**src/rtl/jsu_pkg.sv**
```systemverilog
package jsu_pkg;

  // Queue depth between front and back
  localparam int QUEUE_DEPTH = 4;

  // Byte codes that drive the escape decoder
  localparam logic [7:0] BACKSLASH = 8'h5c;
  localparam logic [7:0] LETTER_U  = 8'h75;

  // Top six bits of a UTF-16 code unit that mark a surrogate half
  localparam int         SURR_BITS = 6;
  localparam logic [SURR_BITS-1:0] SURR_HIGH = 6'b110110;
  localparam logic [SURR_BITS-1:0] SURR_LOW  = 6'b110111;

  // Offset added to a combined surrogate pair
  localparam logic [20:0] SUPP_BASE = 21'h10000;

  // Escape phases
  typedef enum logic [3:0] {
    PH_IDLE    = 4'd0,
    PH_ESC     = 4'd1,
    PH_HI0     = 4'd2,
    PH_HI1     = 4'd3,
    PH_HI2     = 4'd4,
    PH_HI3     = 4'd5,
    PH_WAIT_BS = 4'd6,
    PH_WAIT_U  = 4'd7,
    PH_LO0     = 4'd8,
    PH_LO1     = 4'd9,
    PH_LO2     = 4'd10,
    PH_LO3     = 4'd11
  } jsu_phase_t;

  // One group of results caused by one input word
  typedef struct packed {
    logic [3:0][7:0] bytes;
    logic [1:0]      last_idx;
    logic            has_data;
    logic            done;
    logic            err;
  } jsu_group_t;

  // Hex digit decode: {ok, value}
  function automatic logic [4:0] hex_value(input logic [7:0] b);
    logic [4:0] r;
    r = 5'd0;
    if (b >= 8'h30 && b <= 8'h39) begin
      r = {1'b1, 4'(b - 8'h30)};
    end else if (b >= 8'h61 && b <= 8'h66) begin
      r = {1'b1, 4'(b - 8'h57)};
    end else if (b >= 8'h41 && b <= 8'h46) begin
      r = {1'b1, 4'(b - 8'h37)};
    end
    return r;
  endfunction

  // Single-letter escape decode: {ok, byte}
  function automatic logic [8:0] escape_byte(input logic [7:0] b);
    logic [8:0] r;
    unique case (b)
      8'h22:   r = {1'b1, 8'h22};
      8'h5c:   r = {1'b1, 8'h5c};
      8'h2f:   r = {1'b1, 8'h2f};
      8'h62:   r = {1'b1, 8'h08};
      8'h66:   r = {1'b1, 8'h0c};
      8'h6e:   r = {1'b1, 8'h0a};
      8'h72:   r = {1'b1, 8'h0d};
      8'h74:   r = {1'b1, 8'h09};
      default: r = 9'd0;
    endcase
    return r;
  endfunction

endpackage

```
**src/rtl/jsu_front.sv**
```systemverilog
module jsu_front (
  input  logic                clk,
  input  logic                rst,
  input  logic                validate_only,
  input  logic                accept,
  input  logic [7:0]          in_byte,
  input  logic                end_of_input,
  output logic                push,
  output jsu_pkg::jsu_group_t group
);

  jsu_pkg::jsu_phase_t phase, phase_next;
  logic [15:0] code_unit, code_unit_next;
  logic [9:0]  high_half, high_half_next;
  logic        error_seen, error_seen_next;

  logic [4:0]  hexd;
  logic [8:0]  escd;
  logic [15:0] cu_shift;
  logic [20:0] cp;
  logic [3:0][7:0] data;
  logic [2:0]  nd;
  logic [2:0]  nd_eff;

  // Hold escape state
  always_ff @(posedge clk) begin
    if (rst) begin
      phase      <= jsu_pkg::PH_IDLE;
      code_unit  <= 16'd0;
      high_half  <= 10'd0;
      error_seen <= 1'b0;
    end else if (accept) begin
      phase      <= phase_next;
      code_unit  <= code_unit_next;
      high_half  <= high_half_next;
      error_seen <= error_seen_next;
    end
  end

  assign hexd     = jsu_pkg::hex_value(in_byte);
  assign escd     = jsu_pkg::escape_byte(in_byte);
  assign cu_shift = {code_unit[11:0], hexd[3:0]};
  assign cp       = jsu_pkg::SUPP_BASE + {1'b0, high_half, cu_shift[9:0]};

  // Classify the word and advance the escape phase
  always_comb begin
    phase_next      = phase;
    code_unit_next  = code_unit;
    high_half_next  = high_half;
    error_seen_next = error_seen;
    data            = '0;
    nd              = 3'd0;
    if (!error_seen) begin
      unique case (phase)
        jsu_pkg::PH_IDLE: begin
          if (in_byte == jsu_pkg::BACKSLASH) begin
            phase_next = jsu_pkg::PH_ESC;
          end else begin
            data[0] = in_byte;
            nd      = 3'd1;
          end
        end
        jsu_pkg::PH_ESC: begin
          if (in_byte == jsu_pkg::LETTER_U) begin
            code_unit_next = 16'd0;
            phase_next     = jsu_pkg::PH_HI0;
          end else if (escd[8]) begin
            data[0]    = escd[7:0];
            nd         = 3'd1;
            phase_next = jsu_pkg::PH_IDLE;
          end else begin
            error_seen_next = 1'b1;
            phase_next      = jsu_pkg::PH_IDLE;
          end
        end
        jsu_pkg::PH_HI0, jsu_pkg::PH_HI1, jsu_pkg::PH_HI2,
        jsu_pkg::PH_LO0, jsu_pkg::PH_LO1, jsu_pkg::PH_LO2: begin
          if (hexd[4]) begin
            code_unit_next = cu_shift;
            phase_next     = jsu_pkg::jsu_phase_t'(phase + 4'd1);
          end else begin
            error_seen_next = 1'b1;
            phase_next      = jsu_pkg::PH_IDLE;
          end
        end
        jsu_pkg::PH_HI3: begin
          code_unit_next = cu_shift;
          phase_next     = jsu_pkg::PH_IDLE;
          if (!hexd[4] || cu_shift[15 -: jsu_pkg::SURR_BITS] == jsu_pkg::SURR_LOW) begin
            error_seen_next = 1'b1;
          end else if (cu_shift[15 -: jsu_pkg::SURR_BITS] == jsu_pkg::SURR_HIGH) begin
            high_half_next = cu_shift[9:0];
            phase_next     = jsu_pkg::PH_WAIT_BS;
          end else if (cu_shift < 16'h0080) begin
            data[0] = cu_shift[7:0];
            nd      = 3'd1;
          end else if (cu_shift < 16'h0800) begin
            data[0] = {3'b110, cu_shift[10:6]};
            data[1] = {2'b10, cu_shift[5:0]};
            nd      = 3'd2;
          end else begin
            data[0] = {4'b1110, cu_shift[15:12]};
            data[1] = {2'b10, cu_shift[11:6]};
            data[2] = {2'b10, cu_shift[5:0]};
            nd      = 3'd3;
          end
        end
        jsu_pkg::PH_LO3: begin
          code_unit_next = cu_shift;
          phase_next     = jsu_pkg::PH_IDLE;
          if (hexd[4] && cu_shift[15 -: jsu_pkg::SURR_BITS] == jsu_pkg::SURR_LOW) begin
            data[0] = {5'b11110, cp[20:18]};
            data[1] = {2'b10, cp[17:12]};
            data[2] = {2'b10, cp[11:6]};
            data[3] = {2'b10, cp[5:0]};
            nd      = 3'd4;
          end else begin
            error_seen_next = 1'b1;
          end
        end
        jsu_pkg::PH_WAIT_BS: begin
          if (in_byte == jsu_pkg::BACKSLASH) begin
            phase_next = jsu_pkg::PH_WAIT_U;
          end else begin
            error_seen_next = 1'b1;
            phase_next      = jsu_pkg::PH_IDLE;
          end
        end
        jsu_pkg::PH_WAIT_U: begin
          if (in_byte == jsu_pkg::LETTER_U) begin
            code_unit_next = 16'd0;
            phase_next     = jsu_pkg::PH_LO0;
          end else begin
            error_seen_next = 1'b1;
            phase_next      = jsu_pkg::PH_IDLE;
          end
        end
        default: begin
          error_seen_next = 1'b1;
          phase_next      = jsu_pkg::PH_IDLE;
        end
      endcase
    end

    // Build the group for the queue
    nd_eff         = validate_only ? 3'd0 : nd;
    group.bytes    = data;
    group.has_data = (nd_eff != 3'd0);
    group.last_idx = (nd_eff == 3'd0) ? 2'd0 : 2'(nd_eff - 3'd1);
    group.done     = end_of_input;
    group.err      = end_of_input &&
                     (error_seen_next || (phase_next != jsu_pkg::PH_IDLE));
    push           = accept && (end_of_input || nd_eff != 3'd0);

    // Close the string: drop all escape state
    if (end_of_input) begin
      phase_next      = jsu_pkg::PH_IDLE;
      code_unit_next  = 16'd0;
      high_half_next  = 10'd0;
      error_seen_next = 1'b0;
    end
  end

endmodule

```
**src/rtl/jsu_queue.sv**
```systemverilog
module jsu_queue #(
  parameter int DEPTH = jsu_pkg::QUEUE_DEPTH
) (
  input  logic                clk,
  input  logic                rst,
  input  logic                push,
  input  jsu_pkg::jsu_group_t wr_group,
  input  logic                pop,
  output jsu_pkg::jsu_group_t head,
  output logic                head_valid,
  output logic                full
);

  localparam int AW = (DEPTH > 1) ? $clog2(DEPTH) : 1;
  localparam int CW = $clog2(DEPTH + 1);

  jsu_pkg::jsu_group_t slots [DEPTH];
  logic [AW-1:0] wr_ptr, rd_ptr;
  logic [CW-1:0] count;

  assign head       = slots[rd_ptr];
  assign head_valid = (count != '0);
  assign full       = (count == CW'(DEPTH));

  // Store incoming groups
  always_ff @(posedge clk) begin
    if (push) begin
      slots[wr_ptr] <= wr_group;
    end
  end

  // Advance pointers and fill count
  always_ff @(posedge clk) begin
    if (rst) begin
      wr_ptr <= '0;
      rd_ptr <= '0;
      count  <= '0;
    end else begin
      if (push) begin
        wr_ptr <= (wr_ptr == AW'(DEPTH - 1)) ? '0 : wr_ptr + 1'b1;
      end
      if (pop) begin
        rd_ptr <= (rd_ptr == AW'(DEPTH - 1)) ? '0 : rd_ptr + 1'b1;
      end
      if (push && !pop) begin
        count <= count + 1'b1;
      end else if (pop && !push) begin
        count <= count - 1'b1;
      end
    end
  end

endmodule

```
**src/rtl/jsu_back.sv**
```systemverilog
module jsu_back (
  input  logic                clk,
  input  logic                rst,
  input  jsu_pkg::jsu_group_t head,
  input  logic                head_valid,
  output logic                pop,
  output logic                out_valid,
  input  logic                out_ready,
  output logic [7:0]          out_byte,
  output logic                has_data,
  output logic                string_done,
  output logic                parse_error,
  output logic                run_last
);

  logic [1:0] idx;
  logic       load;
  logic       is_last;

  assign load    = head_valid && (!out_valid || out_ready);
  assign is_last = (idx == head.last_idx);
  assign pop     = load && is_last;

  // Step through the bytes of the head group
  always_ff @(posedge clk) begin
    if (rst) begin
      idx       <= 2'd0;
      out_valid <= 1'b0;
    end else begin
      if (load) begin
        idx <= is_last ? 2'd0 : idx + 2'd1;
      end
      if (load) begin
        out_valid <= 1'b1;
      end else if (out_ready) begin
        out_valid <= 1'b0;
      end
    end
  end

  // Load the output word
  always_ff @(posedge clk) begin
    if (load) begin
      out_byte    <= head.has_data ? head.bytes[idx] : 8'd0;
      has_data    <= head.has_data;
      string_done <= head.done && is_last;
      parse_error <= head.err && is_last;
      run_last    <= is_last;
    end
  end

endmodule

```
**src/rtl/json_string_unescape.sv**
```systemverilog
// JSON string body unescaper: one input word per cycle when the queue has room.
// With the queue empty, a result word passes through its group queue slot and then the
// output register of the back end before it is presented.
// Throughput: one output word per cycle while out_ready is high; a \u escape giving n
// bytes yields n words from the group queue, paced by the single back end output register.
// Reset (rst, synchronous): clears escape state, queue and output; validate_only to 0.
module json_string_unescape #(
  parameter int QUEUE_DEPTH = jsu_pkg::QUEUE_DEPTH
) (
  input  logic       clk,
  input  logic       rst,
  input  logic       cfg_write,
  input  logic       cfg_data,
  input  logic       in_valid,
  output logic       in_ready,
  input  logic [7:0] in_byte,
  input  logic       end_of_input,
  output logic       out_valid,
  input  logic       out_ready,
  output logic [7:0] out_byte,
  output logic       has_data,
  output logic       string_done,
  output logic       parse_error,
  output logic       run_last
);

  logic                validate_only;
  logic                accept;
  logic                push;
  logic                pop;
  logic                full;
  logic                head_valid;
  jsu_pkg::jsu_group_t group;
  jsu_pkg::jsu_group_t head;

  // Hold the mode register
  always_ff @(posedge clk) begin
    if (rst) begin
      validate_only <= 1'b0;
    end else if (cfg_write) begin
      validate_only <= cfg_data;
    end
  end

  assign in_ready = !full;
  assign accept   = in_valid && in_ready;

  jsu_front u_front (
    .clk           (clk),
    .rst           (rst),
    .validate_only (validate_only),
    .accept        (accept),
    .in_byte       (in_byte),
    .end_of_input  (end_of_input),
    .push          (push),
    .group         (group)
  );

  jsu_queue #(
    .DEPTH (QUEUE_DEPTH)
  ) u_queue (
    .clk        (clk),
    .rst        (rst),
    .push       (push),
    .wr_group   (group),
    .pop        (pop),
    .head       (head),
    .head_valid (head_valid),
    .full       (full)
  );

  jsu_back u_back (
    .clk          (clk),
    .rst          (rst),
    .head         (head),
    .head_valid   (head_valid),
    .pop          (pop),
    .out_valid    (out_valid),
    .out_ready    (out_ready),
    .out_byte     (out_byte),
    .has_data     (has_data),
    .string_done  (string_done),
    .parse_error  (parse_error),
    .run_last     (run_last)
  );

endmodule

```
**config.mk**
```make
export PLATFORM = sky130hd
export DESIGN_NAME = json_string_unescape
export DESIGN_NICKNAME = d
export VERILOG_FILES = /design/src/rtl/jsu_pkg.sv /design/src/rtl/jsu_front.sv /design/src/rtl/jsu_queue.sv /design/src/rtl/jsu_back.sv /design/src/rtl/json_string_unescape.sv
export SDC_FILE = /design/constraint.sdc
export NUM_CORES = 1
export LEC_CHECK = 0
export BUFFER_PORTS_ARGS = -buffer_cell sky130_fd_sc_hd__buf_2
export CORE_MARGIN = 3
export CORE_UTILIZATION = 50
export DETAILED_ROUTE_END_ITERATION = 10
export PLACE_DENSITY = 0.64
export SYNTH_ARGS = -nofsm -noshare
export SYNTH_HDL_FRONTEND = slang
export SYNTH_HIERARCHICAL = 1
export SYNTH_SLANG_ARGS = --single-unit
export TNS_END_PERCENT = 100
```
**constraint.sdc**
```tcl
create_clock -name clk -period 4.2 [get_ports clk]
set_input_delay 0.21 -clock clk [delete_from_list [all_inputs] [get_ports clk]]
set_output_delay 0.21 -clock clk [all_outputs]
set_load 0.02 [all_outputs]
```
Yosys cells after proc, flatten, opt, wreduce, memory -nomap -nowiden
Memories as Yosys holds them, arrays and structs flattened. A register that Yosys moved wholly into a read port is not among the register bits.
Cells that the tools add are included.
{"block": "word_totals", "register_bits": 50, "ramBits": 148, "output_inout_bits": 14, "wordCells": 176, "n_memories": 1}
{"memory": "u_queue.slots", "words": 4, "word_bits": 37, "read_ports": 1, "rd_ports_with_merged_regs": 1, "wr": 1, "line": "jsu_queue.sv:17", "source": "jsu_pkg::jsu_group_t slots [DEPTH];"}
{"block": "op_classes", "n_addsub": 11, "order_cmp": 9, "n_eq_ne": 30, "mux": 73, "n_reduce_logical": 37}
{"operator": "$pmux 9 s8", "count": 1}
{"operator": "$mux 32", "count": 2}
{"operator": "$eq 8x7->1 const B", "count": 7}
{"operator": "$mux 8", "count": 7}
{"operator": "$mux 10", "count": 5}
{"operator": "$mux 12", "count": 4}
{"operator": "$mux 24", "count": 2}
{"operator": "$pmux 12 s3", "count": 1}
{"operator": "$mux 3", "count": 11}
{"operator": "$pmux 16 s2", "count": 1}
{"operator": "$pmux 8 s4", "count": 1}
{"operator": "$mux 4", "count": 6}
{"operator": "$pmux 4 s6", "count": 1}
{"operator": "$add 17x20->21 const A", "count": 1}
{"operator": "$bmux 8 s2", "count": 1}
{"operator": "$eq 4x3->1 const B", "count": 4}
{"operator": "$eq 4x4->1 const B", "count": 4}
{"operator": "$eq 8x6->1 const B", "count": 2}
{"operator": "$ge 8x7->1 const B", "count": 2}
{"operator": "$le 8x7->1 const B", "count": 2}
{"operator": "$lt 16x12->1 const B", "count": 1}
{"operator": "$lt 16x8->1 const B", "count": 1}
{"operator": "$mux 1", "count": 16}
{"operator": "$mux 16", "count": 1}
{"operator": "other kinds (35)", "count": 76}

Depth between registers and ports, before layout
Gate-level depths: netlist of the first run.
{"block": "depth", "ltp_word": 20, "depth_mapped": 16, "mapped_depth_nobuf": 14}

By module
The synthesis of the first run kept the hierarchy.
{"module": "jsu_queue", "instances": 1, "cells_each": 237, "area_each_um2": 5836.8, "seq_area_each_um2": 4624.4}
{"module": "jsu_front", "instances": 1, "cells_each": 400, "area_each_um2": 2935.3, "seq_area_each_um2": 540.5}
{"module": "jsu_back", "instances": 1, "cells_each": 53, "area_each_um2": 805.8, "seq_area_each_um2": 420.4}
{"module": "json_string_unescape", "instances": 1, "cells_each": 5, "area_each_um2": 43.8, "seq_area_each_um2": 20.0}

Worst setup path after synthesis of the first run
Ideal clock, no wire load.
{"block": "synth_path", "kind": "register -> register", "startpoint": "register u_front.phase[1]", "endpoint": "memory u_queue/slots[0][0] in the netlist's numbering (enable)", "setup_time_ps": 398, "arrival_time_ps": 2992, "path_slack_ps": 810, "stages_incl_launch_ff": 12, "cell_sequence": "dfxtp_1 -> inv_1 -> ha_1 -> clkbuf_1 -> nand3b_1 -> a21oi_1 -> a21boi_1 -> buf_2 -> o21a_1 -> o311a_1 -> o31a_1 -> and2_1"}
{"block": "synth_via", "elab_chain_len": 9, "word_cells_on_any_way": 12, "classes_between": "eq/ne (3); mux (5); reduce/logical (4)"}
{"item": "from (decl)", "line": "jsu_front.sv:12", "source": "jsu_pkg::jsu_phase_t phase, phase_next;"}
{"item": "from (signal assigned)", "line": "jsu_front.sv:28", "source": "phase <= jsu_pkg::PH_IDLE;"}
{"item": "from (signal assigned)", "line": "jsu_front.sv:33", "source": "phase <= phase_next;"}
{"item": "$eq 4x4->1 (tied with other cells)", "line": "jsu_front.sv:54", "source": "unique case (phase)"}
{"item": "$pmux 3 s4 (*)", "line": "jsu_front.sv:54"}
{"item": "$mux 3 (*)", "line": "jsu_front.sv:53", "source": "if (!error_seen) begin"}
{"item": "$mux 3 (*)", "line": "jsu_front.sv:146", "source": "nd_eff = validate_only ? 3'd0 : nd;"}
{"item": "$reduce_bool 3->1 (*)", "line": "jsu_front.sv:153", "source": "push = accept && (end_of_input || nd_eff != 3'd0);"}
{"item": "$logic_or 1x1->1 (*)", "line": "jsu_front.sv:153"}
{"item": "$logic_and 1x1->1 (*)", "line": "jsu_front.sv:153"}
{"item": "via push", "line": "json_string_unescape.sv:29", "source": "logic push;"}
{"item": "$mux 1 (*)", "line": "jsu_queue.sv:27", "source": "if (push) begin"}
{"item": "$mux 1 (not written as such) (*)", "line": "jsu_queue.sv:28", "source": "slots[wr_ptr] <= wr_group;"}
{"item": "to (decl)", "line": "jsu_queue.sv:17"}
Mark *: on every way through the listed nets, which the timed path passes. The rest lies on a longest branch.

Final worst setup path of the first run
{"block": "layout_path", "startpoint": "register u_front.phase[1]", "endpoint": "register u_queue.count[2]"}
{"block": "layout_via", "elab_chain_len": 10, "word_cells_on_any_way": 15, "classes_between": "eq/ne (3); mux (4); reduce/logical (8)"}
{"item": "$eq 4x4->1 (tied with other cells)", "line": "jsu_front.sv:54"}
{"item": "$pmux 3 s4 (*)", "line": "jsu_front.sv:54"}
{"item": "$mux 3 (*)", "line": "jsu_front.sv:53"}
{"item": "$mux 3 (*)", "line": "jsu_front.sv:146"}
{"item": "$reduce_bool 3->1 (*)", "line": "jsu_front.sv:153"}
{"item": "$logic_or 1x1->1 (*)", "line": "jsu_front.sv:153"}
{"item": "$logic_and 1x1->1 (*)", "line": "jsu_front.sv:153"}
{"item": "via push", "line": "json_string_unescape.sv:29"}
{"item": "$logic_not 1->1", "line": "jsu_queue.sv:47", "source": "end else if (pop && !push) begin"}
{"item": "$logic_and 1x1->1", "line": "jsu_queue.sv:47"}
{"item": "$reduce_bool 2->1 (no line)"}
{"item": "to (signal assigned)", "line": "jsu_queue.sv:46", "source": "count <= count + 1'b1;"}
{"item": "to (signal assigned)", "line": "jsu_queue.sv:48", "source": "count <= count - 1'b1;"}
{"item": "to (decl)", "line": "jsu_queue.sv:19", "source": "logic [CW-1:0] count;"}
Marked as above.
A chain may end at the register's enable or synchronous reset.

==> results of run 1 <==
==> critical path, stage by stage (launching register included) <==
cell and delay, ns:
dfxtp_1 0.38, inv_1 0.11, ha_1 0.34, inv_1 0.13, nor4_1 0.43, and2_1 0.27
o311a_1 0.29, o31a_1 0.34, ha_1 0.24, inv_1 0.06, fa_1 0.37, xor2_1 0.16
or3_1 0.31, a21oi_1 0.14
==> area by class of cell <==
type / instances / share of cell area
flip-flops and latches: 200 / 0.5328
repair buffers: 41 / 0.02497
multi-input cells: 430 / 0.3486
well taps: 260 / 0.03092
inverters: 24 / 0.008561
clock inverters: 14 / 0.01332
clock buffers: 18 / 0.04078
==> metrics by stage <==
step / std cells / hold slack, ns / worst slack [ns]
floorplan: 697 / 0.2791 / 0.8099
global placement: 955 / 0.4402 / 0.7241
detailed placement: 955 / 0.4440 / 0.6155
CTS: 987 / 0.003495 / 0.5904
global route: 987 / 0.02536 / 0.2624
finish: 987 / 0.02375 / 0.5559
==> power by group <==
group	total (mW)	switching [mW]	internal [mW]	leakage (nW)
registers	2.52	0.0961	2.42	1.81
logic	1.25	0.684	0.565	1.43
clock network	1.58	0.748	0.834	0.273
==> synth_stat cells (4+ instances only) <==
master	number
edfxtp_1	160
nor2_1	46
nand2_1	42
dfxtp_1	40
mux4_2	35
a21oi_1	33
inv_1	24
and2_1	22
nand2b_1	22
mux2i_1	18
clkbuf_1	16
ha_1	16
or3_1	15
o21ai_0	12
a22oi_1	11
buf_2	11
mux4_1	10
nand3_1	10
nor2b_1	8
nor3b_1	7
buf_4	6
nor3_1	6
nand3b_1	5
nand4b_1	5
nor4_1	5
xor2_1	5
a211oi_1	4
nand4_1	4
o211ai_1	4
o22ai_1	4
==> cells in the final DEF (no fill, tap or decap), types with 5 or more instances in the layout <==
cell,n
nand3b_1,5
edfxtp_1,160
or3_1,15
nor2_1,46
mux4_2,35
a22oi_1,11
nand2b_1,22
nand2_1,42
nor4_1,5
nor3_1,6
nand4b_1,5
nand3_1,10
and2_1,18
ha_1,16
mux2i_1,18
a21oi_1,33
clkbuf_16,17
o21ai_0,12
dfxtp_1,39
buf_4,11
mux4_1,10
xor2_1,5
buf_2,28
nor3b_1,7
inv_1,24
nor2b_1,8
==> logic make-up (layout without fill, tap and decap cells) <==
logic type                 Yosys count  count (layout)
AOI/OAI and AO/OA                  122             122
xor gates and xnor gates             7               7
adders and majority gates           17              17
buffers and inverters               67              97
DFF                                200             200
muxes                               65              65
other                                1               3
and+or+nand+nor                    216             216
==> sequential cells by signal, summed over array words and instances, names as in the netlist, 2 cells and up, named ones only <==
register	count
u_back/idx	2
u_front/phase	4
u_front/high_half	10
u_queue/count	3
u_back/out_byte	8
u_queue/rd_ptr	2
u_front/code_unit	12
u_queue/wr_ptr	2
u_queue/slots	148
==> layer usage <==
| layer | vias to the layer above | global-route usage | part of all wire |
|---|---|---|---|
| li1 | 2740 | - | - |
| met1 | 2988 | 0.2959 | 0.45 |
| met2 | 188 | 0.3382 | 0.49 |
| met3 | 30 | 0.02695 | 0.045 |
| met4 | 0 | 0.07462 | 0.019 |
| met5 | - | 0 | 0 |
==> path summary, 6_finish.rpt <==
path | startpoint | end | slack (ns) | depth (start not counted)
worst max register to register | u_front/phase[1]$_SDFFE_PP0P_ | u_queue/count[2]$_SDFFE_PP0P_ | 0.56 | 13
worst max-delay path | u_front/phase[1]$_SDFFE_PP0P_ | u_queue/count[2]$_SDFFE_PP0P_ | 0.56 | 13
worst min register to register | u_front/high_half[4]$_SDFFE_PP0P_ | u_front/high_half[4]$_SDFFE_PP0P_ | 0.46 | 2
worst min-delay path | cfg_data | validate_only$_SDFFE_PP0P_ | 0.02 | 3
==> results.md, run 1 <==
- Largest family of logic cells by synthesized area: multiplexers
- Worst Hold Class: input pin to register
- Num rows: 50
- Nets@finish: 746
- Inserted Clock Buffers: 17
- Maxcap violations: 0
- Drt drc: 0
- Antenna-violating nets left: 0
- Ranking of synthesized cells by area: edfxtp_1 50%, dfxtp_1 8.3%, mux4_2 8.2%
- Die Wd: 144.7 um
- Hold buffers post-CTS: 0
- Largest net degree at the start of global routing: 43
- Synth Register Bits: 200
- Area Growth Syn to Fin: 9.363%
- H-Tree Depth: 4
- Fin. max-slew vios: 0
- Routed WL: 21300 um
- Clock tree buffer depth: 2
- Setup crit start kind: register
- Die area: around 21000 um2
- Worst Skew: 0.01187 ns
- Final Util: 0.5588
- DR iter-0 viols: 523
- Placed wire-length estimate: 14140 um
- First-pass GRT wire length: roughly 33000 um
- Adder-cell share of the synthesized area: 0.02289
- RePlAce Congestion: 0.9139
- Storage cell area: around 5600 um2
- Vias per Instance: 6.024
- Avg Cell Area, Syn: ~14 um2
- Max VDD drop: 0.0002818 V
- Arr. time, crit path: 4.00 ns
- CTS tree: built
- Via count: 5946
- Number of flops mapped to enable cells by yosys: 160
- Largest area contributor in the netlist: edfxtp_1
- Sequential cell area fraction in the yosys report: 0.5826
- Fin crit period: 3.644 ns
- Setup TNS: 0 ns
- Antenna Cells: 0
- Pwr Density: 508.1 nW/um2
- Critical path type: register to register
- Clock-pin slew on the worst setup and hold paths: roughly 0.08 ns
- Filler cells: 1551
- Port Buf Inserts: 28
- Slew @ Worst Pin: 1.066 ns
- Yosys warning count: 6
- Vias in the first global route: 5844
- Peak fanout along the critical path: 9
- Complex-gate fraction of the synthesized area: 0.09428
- Post-Syn Area: approximately 9600 um2
- Multiplexer area fraction after synthesis: 0.1303
- DR WL/cell: approximately 22 um
- Max Freq: around 270 MHz
- Post-CTS Setup Bufs: 0
- Gr ovfl total: 0
- Antenna violations before repair: 0
- Critical path endpoint category: register
- Final hold violation count: 0
- Post-Synthesis Cells: 695
- Netlist cell types: 86
- Area share of the largest cell type after synthesis: 0.4993
- Dominant synthesized flop cell: edfxtp_1
- Simple-gate area share of the yosys netlist: 0.1257
- Status: finished clean
- Total power: 5.346 mW
- Critical Path RT: 4.56 ns
- Post-Layout Inst Area: 10520 um2
- Root buf cell: clkbuf_16
- Die Y: between 100 and 150 um
- Post-Synth XOR/XNOR Area: 0.006372
- Crit share post-route: 0.8676
- Tot GR Track Use: 0.2097
- Post-DP Area: about 10000 um2
- Pre-antenna DRT Iters: 5
- Ports: 29
- CORE AREA: 18830 um2
- Starting Density: 0.5110
- Slew HR: 0.2850
- Clk sinks: 200
- Layout cell share with drive strength beyond 1: 0.1761
- RSZ-0062 raised after global routing: no
- Clk_lat worst skew: ~0.43 ns
- Ys async rst share: 0
- Cts repair resizes: 0
- Area of the multi-input gates: 3669 um2
- Final setup fails: 0
- P_leak: 3.513 nW
(Power assumes the default switching activity.)
==> inputs of run 2 (changes only) <==
Settings changed: RECOVER_POWER set to 25.
==> run 2 against run 1 <==
Compared with the run above: count of clock-buffer cells in the layout did not move; register-to-register slack got worse by 0.38 ns; cell count unchanged; sequential power hardly changed; global-route usage unchanged; wire length is 0.15% higher; the flow now finishes with violations (capacitance limit, slew limit); setup slack worse by 0.38 ns; clock power about the same; combinational power hardly changed; clock skew grew 0.0029 ns; die area is the same; fmax decreased by 9.4%.
==> results.md, run 2 (synthesis results as in run 1) <==
- Vias per Instance: 6.053 (+0.47%)
- Worst Skew: 0.01474 ns (+0.002877 ns)
- Top reg by flops: u_queue/slots
- Largest net degree at the start of global routing: 43 (unchanged)
- Total power: 5.327 mW (-0.35%)
- Die Y: 144.7 um (unchanged)
- Setup crit start kind: register
- RePlAce Congestion: 0.9139 (unchanged)
- Die area: 20940 um2 (unchanged)
- Crit share post-route: 0.9576 (+0.08995)
- Layout cell share with drive strength beyond 1: 0.1458 (-0.03026)
- P_leak: 3.452 nW (-1.7%)
- Pwr Density: 509.3 nW/um2 (+0.25%)
- Gr ovfl total: 0 (unchanged)
- Worst Hold Class: input pin to register
- Area Growth Syn to Fin: 8.700%
- Max VDD drop: 0.0002810 V (-0.30%)
- Pre-antenna DRT Iters: 7 (+2)
- Maxcap violations: 1 (+1)
- Antenna violations before repair: 0 (unchanged)
- Storage cell area: 5605 um2 (about the same)
- Antenna Cells: 0 (unchanged)
- Final setup fails: 0 (unchanged)
- Routed WL: 21330 um (+0.15%)
- Hold WS: 0.02425 ns (+0.0004973 ns)
- Slew @ Worst Pin: 2.128 ns (+1.062 ns)
- Most common cell after layout, fill and taps aside: edfxtp_1
- Ports: 29 (unchanged)
- Critical path endpoint category: register
- Clock-pin slew on the worst setup and hold paths: 0.08 ns (about the same)
- Antenna-violating nets left: 0 (unchanged)
- Port Buf Inserts: 28 (unchanged)
- Drt drc: 0 (unchanged)
- Final hold violation count: 0 (unchanged)
- Max Freq: 248.6 MHz (-9.4%)
- Filler cells: 1575 (+1.5%)
- Post-CTS Setup Bufs: 0 (unchanged)
- DR WL/cell: 21.61 um (+0.15%)
- Cts repair resizes: 0 (unchanged)
- Critical Path RT: 4.54 ns (-0.02 ns)
- Largest register FFs: 148 (unchanged)
- Peak fanout along the critical path: 14 (+5)
- Post-DP Area: 9953 um2 (unchanged)
- Final Util: 0.5554 (-0.003389)
- Post-Layout Inst Area: 10460 um2 (-0.61%)
- Nets@finish: 746 (unchanged)
- RSZ-0062 raised after global routing: no
- Area of the multi-input gates: 3638 um2 (-0.82%)
- Via count: 5974 (+0.47%)
- H-Tree Depth: 4 (unchanged)
- Num rows: 50 (unchanged)
- Tot GR Track Use: 0.2097 (unchanged)
- Fin. max-slew vios: 7 (+7)
- Fin crit period: 4.022 ns (+0.3778 ns)
- Biggest regs: u_queue/slots x148, u_front/code_unit x12, u_front/high_half x10
- Hold buffers post-CTS: 0 (unchanged)
- CTS tree: built
- Vias in the first global route: 5844 (unchanged)
- Arr. time, crit path: 4.37 ns (+0.37 ns)
- Die Wd: 144.7 um (unchanged)
- Starting Density: 0.5110 (unchanged)
- Clock tree buffer depth: 2 (unchanged)
- Inserted Clock Buffers: 17 (unchanged)
- Clk_lat worst skew: 0.43 ns (about the same)
- Setup TNS: 0 ns (unchanged)
- Status: complete, but fails checks
- Failing checks: capacitance limit, slew limit
- CORE AREA: 18830 um2 (unchanged)
- First-pass GRT wire length: 33110 um (unchanged)
- Most used cells in the layout excluding fill and tap cells: 160 x edfxtp_1, 46 x nor2_1, 42 x nand2_1
- Placed wire-length estimate: 14140 um (unchanged)
- Root buf cell: clkbuf_16
- Clk sinks: 200 (unchanged)
- DR iter-0 viols: 522 (-0.19%)
- Critical path type: register to register
- Slew HR: -0.4557 (-0.7407)
-- run 2: path summary, 6_finish.rpt --
check	depth (start not counted)	slack (ns)	start	to
max reg2reg	7	0.18	u_front/phase[1]$_SDFFE_PP0P_	u_front/high_half[0]$_SDFFE_PP0P_
min reg2reg	2	0.46	u_front/high_half[4]$_SDFFE_PP0P_	u_front/high_half[4]$_SDFFE_PP0P_
min	3	0.02	cfg_data	validate_only$_SDFFE_PP0P_
max	7	0.18	u_front/phase[1]$_SDFFE_PP0P_	u_front/high_half[0]$_SDFFE_PP0P_
-- run 2: critical path, stage by stage (launching register included) --
cell and delay, ns:
dfxtp_1 0.38, inv_1 0.10, ha_1 0.34, nand3b_1 0.20
a2111oi_0 1.75, o21ai_2 0.51, or3_1 0.49, a21oi_1 0.15
-- run 2: through the flow --
| stage | std cells | worst slack, ns |
|---|---|---|
| global placement | 955 | 0.7241 |
| finish | 987 | 0.1781 |
| CTS | 987 | 0.5904 |
| detailed placement | 955 | 0.6155 |
| floorplan | 697 | 0.8099 |
| global route | 987 | 0.2343 |
-- run 2: layer usage --
metal,vias to the layer above,track usage,wire length (um)
li1,2740,-,-
met1,3020,0.2959,9580
met2,181,0.3382,10420
met3,33,0.02695,877
met4,0,0.07462,459
met5,-,0,0
-- run 2: power breakdown --
group          internal, mW  total [mW]  leakage (nW)  switching [mW]
logic                 0.544        1.23          1.37           0.683
registers              2.42        2.52          1.80          0.0979
clock network         0.834        1.58         0.273           0.749
total                  3.80        5.33          3.45            1.53
-- run 2: area by class of cell --
type / instances / area share
clock buffers: 18 / 0.04103
clock inverters: 14 / 0.01340
inverters: 24 / 0.008613
multi-input cells: 430 / 0.3479
flip-flops and latches: 200 / 0.5359
well taps: 260 / 0.03110
repair buffers: 41 / 0.02201
